===== config.mk =====
export PLATFORM = sky130hd
export DESIGN_NAME = bitmap_run_allocator_unit
export DESIGN_NICKNAME = d
export VERILOG_FILES = /design/src/rtl/core/bra_pkg.sv /design/src/rtl/core/bitmap_run_allocator_unit.sv /design/src/rtl/core/bra_ctrl.sv /design/src/rtl/core/bra_datapath.sv
export SDC_FILE = /design/constraint.sdc
export NUM_CORES = 2
export LEC_CHECK = 0
export BUFFER_PORTS_ARGS = -buffer_cell sky130_fd_sc_hd__buf_2
export CORE_MARGIN = 5
export CORE_UTILIZATION = 30
export DETAILED_ROUTE_END_ITERATION = 10
export PLACE_DENSITY_LB_ADDON = 0.15
export RECOVER_POWER = 100
export SKIP_LAST_GASP = 1
export SLEW_MARGIN = 40
export SYNTH_ARGS = -nofsm -noshare
export SYNTH_HDL_FRONTEND = slang
export SYNTH_SLANG_ARGS = --single-unit

===== constraint.sdc =====
create_clock -name i_clk -period 13.3 [get_ports i_clk]
set_input_delay 2.66 -clock i_clk [delete_from_list [all_inputs] [get_ports i_clk]]
set_output_delay 2.66 -clock i_clk [all_outputs]
set_load 0.05 [all_outputs]

===== src/rtl/core/bra_pkg.sv =====
// Package: shared types and constants of the bitmap run allocator.
`default_nettype none

package bra_pkg;

    // Field widths of the item and result transactions
    localparam int IDX_W = 10;
    localparam int LEN_W = 11;

    // Reset value of the bytes-in-use register
    localparam logic [7:0] BYTES_RST = 8'd128;

    // Operation codes
    typedef enum logic [1:0] {
        OP_CLEAR  = 2'd0,
        OP_TEST   = 2'd1,
        OP_SEARCH = 2'd2,
        OP_WRITE  = 2'd3
    } t_opcode;

    // Input item
    typedef struct packed {
        t_opcode            opcode;
        logic [IDX_W-1:0]   bit_index;
        logic               bit_value;
        logic [LEN_W-1:0]   run_length;
    } t_item;

    // Result item
    typedef struct packed {
        logic               found;
        logic [IDX_W-1:0]   run_start;
        logic               bit_state;
    } t_result;

    // Commands from controller to datapath
    typedef struct packed {
        logic load;     // latch item, rewind counters, issue first read
        logic init;     // clear one byte of the post-reset sweep
        logic clear;    // clear one managed byte
        logic access;   // finish a test or write
        logic scan;     // advance the first-fit scan
        logic emit;     // register the result
    } t_cmd;

    // Status from datapath to controller
    typedef struct packed {
        logic init_last;
        logic clear_last;
        logic scan_hit;
        logic scan_end;
    } t_sts;

endpackage

`default_nettype wire


===== src/rtl/core/bitmap_run_allocator_unit.sv =====
// Top level: first-fit bitmap run allocator.
//
//  Channel  Direction  Handshake                      Payload
//  item     in         start high, busy low           i_item   (t_item)
//  result   out        o_done strobe, one cycle       o_result (t_result)
//  config   in         i_cfg_valid and o_cfg_ready    i_cfg_data (bytes in use)
//
// Busy covers the work; the result sits on the ports in the cycle after it.
// Test and write read the byte at the accepting edge; write writes it back in the access state.
// Clear all stays busy while it clears the managed bytes, and enters the clear state even with none.
// Search fetches one byte per cycle over the clamped byte count and stops early on
// a fit; it ends without a fetch when the run length or the byte count is zero.
// After reset all MAX_BYTES bytes of the bitmap are swept to zero with busy high.
`default_nettype none

module bitmap_run_allocator_unit import bra_pkg::*; #(
    parameter int MAX_BYTES = 128
) (
    input  wire logic       i_clk,
    input  wire logic       i_rst_n,
    input  wire logic       start,
    output logic            busy,
    input  wire t_item      i_item,
    output logic            o_done,
    output t_result         o_result,
    input  wire logic       i_cfg_valid,
    output logic            o_cfg_ready,
    input  wire logic [7:0] i_cfg_data
);

    t_cmd cmd;
    t_sts sts;

    // Always take configuration writes
    assign o_cfg_ready = 1'b1;

    bra_ctrl u_ctrl (
        .i_clk    (i_clk),
        .i_rst_n  (i_rst_n),
        .start    (start),
        .i_opcode (i_item.opcode),
        .i_sts    (sts),
        .o_cmd    (cmd),
        .busy     (busy)
    );

    bra_datapath #(
        .MAX_BYTES (MAX_BYTES)
    ) u_datapath (
        .i_clk       (i_clk),
        .i_rst_n     (i_rst_n),
        .i_item      (i_item),
        .i_cfg_valid (i_cfg_valid),
        .i_cfg_data  (i_cfg_data),
        .i_cmd       (cmd),
        .o_sts       (sts),
        .o_done      (o_done),
        .o_result    (o_result)
    );

endmodule

`default_nettype wire


===== src/rtl/core/bra_ctrl.sv =====
// Controller: state machine sequencing sweeps, bit access and scans.
`default_nettype none

module bra_ctrl import bra_pkg::*; (
    input  wire logic    i_clk,
    input  wire logic    i_rst_n,
    input  wire logic    start,
    input  wire t_opcode i_opcode,
    input  wire t_sts    i_sts,
    output t_cmd         o_cmd,
    output logic         busy
);

    typedef enum logic [4:0] {
        S_INIT   = 5'b00001,
        S_IDLE   = 5'b00010,
        S_CLEAR  = 5'b00100,
        S_ACCESS = 5'b01000,
        S_SEARCH = 5'b10000
    } t_state;

    t_state r_state;
    t_state n_state;

    // Hold state
    always_ff @(posedge i_clk) begin
        if (!i_rst_n) begin
            r_state <= S_INIT;
        end else begin
            r_state <= n_state;
        end
    end

    // Decode next state and commands
    always_comb begin
        n_state = r_state;
        o_cmd   = '0;
        busy    = 1'b1;
        unique case (r_state)
            S_INIT: begin
                o_cmd.init = 1'b1;
                if (i_sts.init_last) begin
                    n_state = S_IDLE;
                end
            end
            S_IDLE: begin
                busy = 1'b0;
                if (start) begin
                    o_cmd.load = 1'b1;
                    case (i_opcode) inside
                        OP_CLEAR:          n_state = S_CLEAR;
                        OP_SEARCH:         n_state = S_SEARCH;
                        OP_TEST, OP_WRITE: n_state = S_ACCESS;
                        default:           n_state = S_IDLE;
                    endcase
                end
            end
            S_CLEAR: begin
                o_cmd.clear = 1'b1;
                if (i_sts.clear_last) begin
                    o_cmd.emit = 1'b1;
                    n_state    = S_IDLE;
                end
            end
            S_ACCESS: begin
                o_cmd.access = 1'b1;
                o_cmd.emit   = 1'b1;
                n_state      = S_IDLE;
            end
            S_SEARCH: begin
                o_cmd.scan = 1'b1;
                if (i_sts.scan_hit || i_sts.scan_end) begin
                    o_cmd.emit = 1'b1;
                    n_state    = S_IDLE;
                end
            end
            default: begin
                n_state = S_IDLE;
            end
        endcase
    end

endmodule

`default_nettype wire


===== src/rtl/core/bra_datapath.sv =====
// Datapath: bitmap memory, configuration register, scan counters and result register.
`default_nettype none

module bra_datapath import bra_pkg::*; #(
    parameter int MAX_BYTES = 128
) (
    input  wire logic       i_clk,
    input  wire logic       i_rst_n,
    input  wire t_item      i_item,
    input  wire logic       i_cfg_valid,
    input  wire logic [7:0] i_cfg_data,
    input  wire t_cmd       i_cmd,
    output t_sts            o_sts,
    output logic            o_done,
    output t_result         o_result
);

    localparam int AW = (MAX_BYTES > 1) ? $clog2(MAX_BYTES) : 1;
    localparam int CW = $clog2(MAX_BYTES + 1);
    localparam int EW = (CW > 8) ? CW : 8;
    localparam int IW = (CW > IDX_W - 3) ? CW : IDX_W - 3;
    localparam int PW = AW + 3;
    localparam int SW = (PW > LEN_W) ? PW : LEN_W;

    logic [7:0]        r_bytes_in_use;
    logic [CW-1:0]     managed;

    logic [7:0]        r_mem [MAX_BYTES];
    logic [7:0]        r_rdata;
    logic              rd_en;
    logic [AW-1:0]     rd_addr;
    logic              wr_en;
    logic [AW-1:0]     wr_addr;
    logic [7:0]        wr_data;
    logic [7:0]        wr_mask;

    t_item             r_item;
    logic [CW-1:0]     r_addr;
    logic [CW-1:0]     n_addr;
    logic [AW-1:0]     r_eaddr;
    logic              r_eval;
    logic              n_eval;
    logic [LEN_W-1:0]  r_count;
    logic [LEN_W-1:0]  n_count;

    logic              in_rng_in;
    logic              in_rng;
    logic              issue_more;
    logic              issue;

    logic [LEN_W-1:0]  cnt;
    logic              hit;
    logic [2:0]        hit_j;
    logic [PW-1:0]     pos;
    logic [SW-1:0]     diff;
    logic [IDX_W-1:0]  start_idx;

    logic              r_done;
    t_result           r_result;
    t_result           n_result;

    // Clamp the configured byte count to the bitmap size
    assign managed = (EW'(r_bytes_in_use) > EW'(MAX_BYTES)) ? CW'(MAX_BYTES)
                                                             : CW'(r_bytes_in_use);

    // Range checks on the incoming and the held bit index
    assign in_rng_in = IW'(i_item.bit_index[IDX_W-1:3]) < IW'(managed);
    assign in_rng    = IW'(r_item.bit_index[IDX_W-1:3]) < IW'(managed);

    // Scan issue control
    assign issue_more = (r_addr < managed) && (r_item.run_length != '0);
    assign issue      = i_cmd.scan && issue_more;

    // Select read port
    assign rd_en   = (i_cmd.load && in_rng_in) || issue;
    assign rd_addr = i_cmd.load ? AW'(i_item.bit_index[IDX_W-1:3]) : r_addr[AW-1:0];

    // Select write port
    assign wr_mask = 8'd1 << r_item.bit_index[2:0];
    always_comb begin
        wr_en   = 1'b0;
        wr_addr = r_addr[AW-1:0];
        wr_data = '0;
        if (i_cmd.init) begin
            wr_en = 1'b1;
        end else if (i_cmd.clear) begin
            wr_en = r_addr < managed;
        end else if (i_cmd.access) begin
            wr_en   = (r_item.opcode == OP_WRITE) && in_rng;
            wr_addr = AW'(r_item.bit_index[IDX_W-1:3]);
            wr_data = r_item.bit_value ? (r_rdata | wr_mask) : (r_rdata & ~wr_mask);
        end
    end

    // Bitmap memory
    always_ff @(posedge i_clk) begin
        if (wr_en) begin
            r_mem[wr_addr] <= wr_data;
        end
        if (rd_en) begin
            r_rdata <= r_mem[rd_addr];
        end
    end

    // Count free bits across the fetched byte, stop at the first fit
    always_comb begin
        cnt   = r_count;
        hit   = 1'b0;
        hit_j = '0;
        for (int j = 0; j < 8; j++) begin
            if (!hit) begin
                if (r_rdata[j]) begin
                    cnt = '0;
                end else begin
                    cnt = cnt + LEN_W'(1);
                end
                if ((cnt == r_item.run_length) && (r_item.run_length != '0)) begin
                    hit   = 1'b1;
                    hit_j = 3'(j);
                end
            end
        end
    end

    // Start of the run: bit position plus one minus length
    assign pos       = {r_eaddr, hit_j};
    assign diff      = SW'(pos) + SW'(1) - SW'(r_item.run_length);
    assign start_idx = diff[IDX_W-1:0];

    // Report status
    assign o_sts.init_last  = r_addr == CW'(MAX_BYTES - 1);
    assign o_sts.clear_last = (r_addr + CW'(1)) >= managed;
    assign o_sts.scan_hit   = r_eval && hit;
    assign o_sts.scan_end   = !r_eval && !issue_more;

    // Advance counters
    always_comb begin
        n_addr  = r_addr;
        n_eval  = issue;
        n_count = r_count;
        if (i_cmd.load) begin
            n_addr  = '0;
            n_eval  = 1'b0;
            n_count = '0;
        end else begin
            if (i_cmd.init || i_cmd.clear || issue) begin
                n_addr = r_addr + CW'(1);
            end
            if (r_eval) begin
                n_count = cnt;
            end
        end
    end

    // Assemble the result transaction
    always_comb begin
        n_result = '0;
        case (r_item.opcode)
            OP_TEST: begin
                n_result.bit_state = in_rng ? r_rdata[r_item.bit_index[2:0]] : 1'b0;
            end
            OP_SEARCH: begin
                n_result.found     = o_sts.scan_hit;
                n_result.run_start = o_sts.scan_hit ? start_idx : '0;
            end
            default: begin
                n_result = '0;
            end
        endcase
    end

    // Control registers
    always_ff @(posedge i_clk) begin
        if (!i_rst_n) begin
            r_bytes_in_use <= BYTES_RST;
            r_addr         <= '0;
            r_eval         <= 1'b0;
            r_count        <= '0;
            r_done         <= 1'b0;
        end else begin
            if (i_cfg_valid) begin
                r_bytes_in_use <= i_cfg_data;
            end
            r_addr  <= n_addr;
            r_eval  <= n_eval;
            r_count <= n_count;
            r_done  <= i_cmd.emit;
        end
    end

    // Payload registers
    always_ff @(posedge i_clk) begin
        if (i_cmd.load) begin
            r_item <= i_item;
        end
        if (issue) begin
            r_eaddr <= r_addr[AW-1:0];
        end
        if (i_cmd.emit) begin
            r_result <= n_result;
        end
    end

    assign o_done   = r_done;
    assign o_result = r_result;

endmodule

`default_nettype wire


# == Word-level counts from Yosys, hierarchy flattened ==
# Memory sizes are Yosys's and may differ from the RTL's. A register that Yosys moved wholly into a read port is not among the register bits.
# Cells that the tools add are included.
# Widths: inputs -> output; s select.
# totals
ram_bits,1024
output_inout_bits,15
n_memories,1
regBits,77
# op_classes
bitwise_logic,4
eq_ne,24
n_reduce_logical,27
addsub,11
order_cmp,6
muxes,85
shift,1
# mem_list
memory,words,word_bits,rd,rd_ports_with_merged_regs,write_ports,line,text
u_datapath.r_mem,128,8,1,1,1,bra_datapath.sv:28,logic [7:0] r_mem [MAX_BYTES];
# ops
op,count
$mux 11,22
$add 11x1->11 const B,8
$eq 11x11->1,8
$mux 8,5
$mux 3,13
$mux 1,31
$mux 5,6
$mux 7,4
$pmux 5 s4,1
$lt 7x8->1,2
$logic_and 1x1->1,14
$reduce_bool 11->1,1
$add 10x1->10 const B,1
$sub 10x10->10,1
$add 8x1->8 const B,1
$and 8x8->8,1
$eq 2x2->1 const B,4
$eq 8x7->1 const B,1
$ge 8x8->1,1
$gt 8x8->1 const B,1
$lt 8x8->1,1
$not 8->8,1
$or 8x8->8,1
$shl 1x3->8 const A,1
other kinds (19),28

# == Depth between registers and ports, before layout ==
# depth
ltp_word,44
ltp_mapped,65
ltp_nobuf,61

# == By module ==
# A second synthesis with hierarchy kept.
# unflattened
hier_cells,3643
area_unflattened_um2,52839.4
# by_module_without_submodules
mod,seq_area_each_um2,cells_each,area_each_um2,instances
bra_datapath,32861.5,3601,52489.1,1
bra_ctrl,100.1,40,339.1,1
bitmap_run_allocator_unit,0.0,2,11.3,1

# == Worst setup path before layout ==
# No wires, ideal clock.
# synth_path
path_kind,register to register
from,register u_datapath.r_count[1]
to,"register u_datapath.r_result, in the netlist u_datapath.o_result[10] (data pin)"
arrival_ns,13.317
path_slack_ns,-0.287
setup_ns,0.270
path_stages_with_launch,65
n_path_buf,5
cell_sequence,dfxtp_1 -> ha_1 -> buf_4 -> nand3_2 -> or4_4 -> nand2_2 -> xnor2_1 -> or4_1 -> buf_4 -> nor3_1 -> or2_2 -> clkbuf_1 -> ha_1 -> inv_1 -> a211oi_1 -> nor2b_1 -> o21ai_1 -> a211oi_1 -> [... 29 more ...] -> nand4_1 -> xor2_1 -> o21a_1 -> nor3_2 -> nand3_1 -> and2_1 -> ha_1 -> inv_1 -> ha_1 -> fa_1 -> a21o_1 -> a21o_1 -> a21o_1 -> a21oi_1 -> o21bai_1 -> a21oi_1 -> xnor2_1 -> nor3_2
# synth_via
elab_chain_cells,35
# synth_lines
element,line,text
start: declaration,bra_datapath.sv:43,logic [LEN_W-1:0] r_count;
start signal: assignment,bra_datapath.sv:186,r_count <= n_count;
$add 11x1->11 (*),bra_datapath.sv:115,cnt = cnt + LEN_W'(1);
$mux 11 (*),bra_datapath.sv:112,if (r_rdata[j]) begin
$add 11x1->11 / $eq 11x11->1 (equally long branches),"bra_datapath.sv:115, bra_datapath.sv:117",
$mux 11 / $logic_and 1x1->1 (equally long branches),"bra_datapath.sv:112, bra_datapath.sv:117",
$mux 11 / $mux 1 (equally long branches),"bra_datapath.sv:111, bra_datapath.sv:117",
$mux 11 / $eq 11x11->1 (equally long branches),"bra_datapath.sv:111, bra_datapath.sv:117",
$add 11x1->11 / $logic_and 1x1->1 (equally long branches),"bra_datapath.sv:115, bra_datapath.sv:117",
$mux 11 / $mux 1 (equally long branches),"bra_datapath.sv:112, bra_datapath.sv:117",
[... 19 more ...],-,
$mux 11,bra_datapath.sv:112,
$mux 11,bra_datapath.sv:111,if (!hit) begin
$eq 11x11->1,bra_datapath.sv:117,if ((cnt == r_item.run_length) && (r_item.run_length != '0)) begin
$logic_and 1x1->1,bra_datapath.sv:117,
$mux 3 / $mux 1 (equally long branches),bra_datapath.sv:117,
$mux 3 / $mux 1 (equally long branches),bra_datapath.sv:111,
$add 10x1->10 / $logic_and 1x1->1 (equally long branches),"bra_datapath.sv:127, bra_datapath.sv:133",
$sub 10x10->10 / $reduce_and 2->1 (equally long branches),-,
end signal: assignment,bra_datapath.sv:200,r_result <= n_result;
end: declaration,bra_datapath.sv:59,t_result r_result;
# Mark *: on every way between the ends. The rest lies on a longest branch, timed or not. The select of a mux whose other input is x is not followed.
# A chain may end at the register's enable or synchronous reset.

# == Worst setup path after layout ==
# layout_path
from,register u_datapath.r_rdata[0] (read register of u_datapath.r_mem)
to,"register u_datapath.r_result, in the netlist u_datapath.o_result[10] (data pin)"
# layout_via
elab_chain_cells,34
# layout_lines
element,line,text
start: declaration,bra_datapath.sv:29,logic [7:0] r_rdata;
$mux 11 (*),bra_datapath.sv:112,
$add 11x1->11 / $eq 11x11->1 (equally long branches),"bra_datapath.sv:115, bra_datapath.sv:117",
$mux 11 / $logic_and 1x1->1 (equally long branches),"bra_datapath.sv:112, bra_datapath.sv:117",
$mux 11 / $mux 1 (equally long branches),"bra_datapath.sv:111, bra_datapath.sv:117",
$mux 11 / $eq 11x11->1 (equally long branches),"bra_datapath.sv:111, bra_datapath.sv:117",
$add 11x1->11 / $logic_and 1x1->1 (equally long branches),"bra_datapath.sv:115, bra_datapath.sv:117",
$mux 11 / $mux 1 (equally long branches),"bra_datapath.sv:112, bra_datapath.sv:117",
$mux 11 / $mux 1 (equally long branches),bra_datapath.sv:111,
[... 18 more ...],-,
$mux 11,bra_datapath.sv:112,
$mux 11,bra_datapath.sv:111,
$eq 11x11->1,bra_datapath.sv:117,
$logic_and 1x1->1,bra_datapath.sv:117,
$mux 3 / $mux 1 (equally long branches),bra_datapath.sv:117,
$mux 3 / $mux 1 (equally long branches),bra_datapath.sv:111,
$add 10x1->10 / $logic_and 1x1->1 (equally long branches),"bra_datapath.sv:127, bra_datapath.sv:133",
$sub 10x10->10 / $reduce_and 2->1 (equally long branches),-,
# Marked as above.

==> metrics <==
DR vias/cell=5.36; number of synthesized flops with an enable pin=1075; Buf/Inv on CP=5; Final Max Tran Viols=1233; number of distinct library cells after synthesis=133; overall global routing resource usage=0.177; Final nets=3874; vias in the first global route=33620; Syn Inst Count=3586; syn_area_per_cell=14.7 um^2; Worst Max-Slew Pin Slew=6.30 ns; Critical Path RT=13.75 ns; router iterations before antenna repair=5; fraction of registers with async set/reset=0; failing checks=max-capacitance violations, max-slew violations; routability cong.=0.871; setup TNS=0 ns; CORE AREA=174000 um^2; status=complete, but fails checks; Synth Warn #=0; r2r worst-path depth=59; first-pass GRT wire length=243 mm; initial drt markers=2761; VDD IR max=0.108 mV; Final Total Pwr=8.10 mW; Hold Path Cell Cnt=2; Die Ht=429 um; Period minus WS final=12.74 ns; final setup fails=0; Hold Crit Class=register to register; antenna viol nets, final=0; TritonCTS Buffers=119; XOR/XNOR share of the synthesized area=0.0166; Worst Path Max Fanout=6; Final Util=0.350; Post-Synth Simple-Gate Area=0.105; mux contribution to synthesized area=0.122; Hold Slack=0.507 ns; proportion of layout cells with a drive suffix above 1=0.219; PortBufs=49; WP depth=59; Post-Syn Area=52600 um^2; initial antenna violation count=10; Final Hold Vio Count=0; period utilisation layout=0.958; Remaining DRCs=0; CTS Hold Bufs=0; Post-synth top flop=edfxtp_1; crit-path max cell delay=0.51 ns; Synth Area in Compound Gates=0.0944; Fillers=16750; critical path's slowest cell=edfxtp_1; crit-path leading delay family=compound AO/OA/AOI/OAI gates; CTS H-Tree Depth=3; Slew HR=-3.20; WS Path Type=register to register; Yosys reg bits=1109; largest family of logic cells by synthesized area=multiplexers; via count=33285; critical path startpoint category=register; die area=184000 um^2; Max Cap Viol=28; Area Overhead vs Synth=15.9%; clock slew at the register clock pins of the worst setup and hold paths=0.06 ns; adder-cell share of the synthesized area=0.0132; Clock Skew=0.0408 ns; Detailed Route WL=168 mm; Die W=429 um; sequential area share after synthesis=0.627; DPL Wire Length=110 mm; Setup crit end kind=register; Overflow after GRT=0; PwrDens=133 nW/um^2; largest net degree at the start of global routing=104; WP data arrival=13.19 ns; CTS sink cnt=1109; fmax=78.5 MHz; row count=153; clk buf depth=3; WL per Instance=27.0 um; Clk Latency, worst-skew pair=0.73 ns; Root Buffer=clkbuf_16; boundary pin count=51; P_leak=19.8 nW; Net Count, Synth=3677; CTS tree=done; initial core utilization=0.302
==> cells by family after synthesis <==
kind of cell,count (synthesis)
adders and majority gates,55
muxes,317
other,1
xor gates and xnor gates,94
buffers and inverters,268
and+or+nand+nor,1067
DFF,1109
AOI/OAI and AO/OA,675
==> Yosys cell counts, types with 30 or more instances <==
library cell,number,area [um^2]
a211oi_1,115,863
nand4_1,30,188
nand2b_1,33,206
clkbuf_1,153,574
inv_1,40,150
nor2_1,276,1040
mux4_2,258,5810
edfxtp_1,1075,32300
a311oi_1,34,298
ha_1,54,676
a31oi_1,54,338
nor3_1,66,330
nand2_1,275,1030
buf_1,37,139
and2_1,87,544
dfxtp_1,34,681
mux2i_1,45,450
o21ai_0,69,345
nand3_1,64,320
a21oi_1,112,561
xnor2_1,67,587
==> final cells by class <==
class                      instances  area (um^2)  share of cell area
sequential                      1109        33000               0.541
multi-input combinational       2209        19000               0.312
clock buffer                     145         3120              0.0512
tap                             2325         2910              0.0477
timing repair buffer             295         2030              0.0334
clock inverter                    75          709              0.0116
inverter                          49          188             0.00308
antenna                            1         2.50           0.0000411
==> tightest hold or removal path: cells and delay by family (launching register included) <==
family	cells	cell delay, ns
AND/OR/NAND/NOR	1	0.07
flip-flops	1	0.33
multiplexers	1	0.07
==> stage by stage <==
stage / std cells / cell area [um^2] / worst slack (ns)
2_1_floorplan: 3586 / 52600 / 0.0442
6_report: 6208 / 60900 / 0.558
5_1_grt: 6207 / 60900 / -0.0772
3_5_place_dp: 5962 / 57000 / -0.260
4_1_cts: 6184 / 60900 / 0.0448
3_3_place_gp: 5957 / 56700 / -0.0553
==> layout by cell type, fill, tap and decap left out, drive strengths merged, types with 23 or more instances in the layout <==
cell	instances
edfxtp	1075
nor2	281
nand2	280
mux4	258
buf	232
clkbuf	208
a211oi	120
a21oi	115
o21ai	92
and2	89
nor3	77
xnor2	68
nand3	66
a31oi	55
clkinv	55
ha	54
inv	52
mux2i	47
dfxtp	34
a311oi	34
nand2b	33
nand4	32
or3	32
nor4	30
a21o	25
and3	24
xor2	23
o211ai	23
==> per-layer routing <==
metal,share of wire,wire length (um),GRT usage,up-vias
li1,-,-,-,14755
met1,0.45,75100,0.248,17365
met2,0.48,79900,0.290,927
met3,0.048,8000,0.0249,238
met4,0.027,4530,0.0431,0
met5,0,0,0,-
==> registers in the layout, summed over array words and instances (netlist names) <==
signal,cells
u_datapath.r_eval,1
u_datapath.r_addr,8
u_datapath.o_done,1
u_datapath.r_rdata,8
u_datapath.r_bytes_in_use,8
u_datapath.r_count,11
u_datapath.r_item,24
u_datapath.r_eaddr,7
u_datapath.r_mem,1024
u_ctrl.r_state,5
u_datapath.o_result,12
==> where the power goes <==
part / switching [mW] / internal (mW) / total, mW
clock network: 1.42 / 1.86 / 3.29
logic: 0.583 / 0.398 / 0.981
registers: 0.0215 / 3.81 / 3.83
total: 2.03 / 6.07 / 8.10
==> repair_timing <==
action | CTS | global route
pin swaps | 1 | 22
endpoints found under the setup margin | 2 | 5
setup buffers | 2 | 20
resized for setup | 8 | 64
cloned | 0 | 0
==> worst paths after layout <==
| check | from | end | slack [ns] |
|---|---|---|---|
| setup / recovery | u_datapath.r_rdata[0]$_DFFE_PP_ | u_datapath.o_result[10]$_SDFFCE_PN0P_ | 0.56 |
| hold / removal | u_datapath.r_bytes_in_use[5]$_SDFFE_PN0P_ | u_datapath.r_bytes_in_use[5]$_SDFFE_PN0P_ | 0.51 |
| setup reg to reg | u_datapath.r_rdata[0]$_DFFE_PP_ | u_datapath.o_result[10]$_SDFFCE_PN0P_ | 0.56 |
| hold reg to reg | u_datapath.r_bytes_in_use[5]$_SDFFE_PN0P_ | u_datapath.r_bytes_in_use[5]$_SDFFE_PN0P_ | 0.51 |
Note: power is estimated with default switching activity, not from simulation.
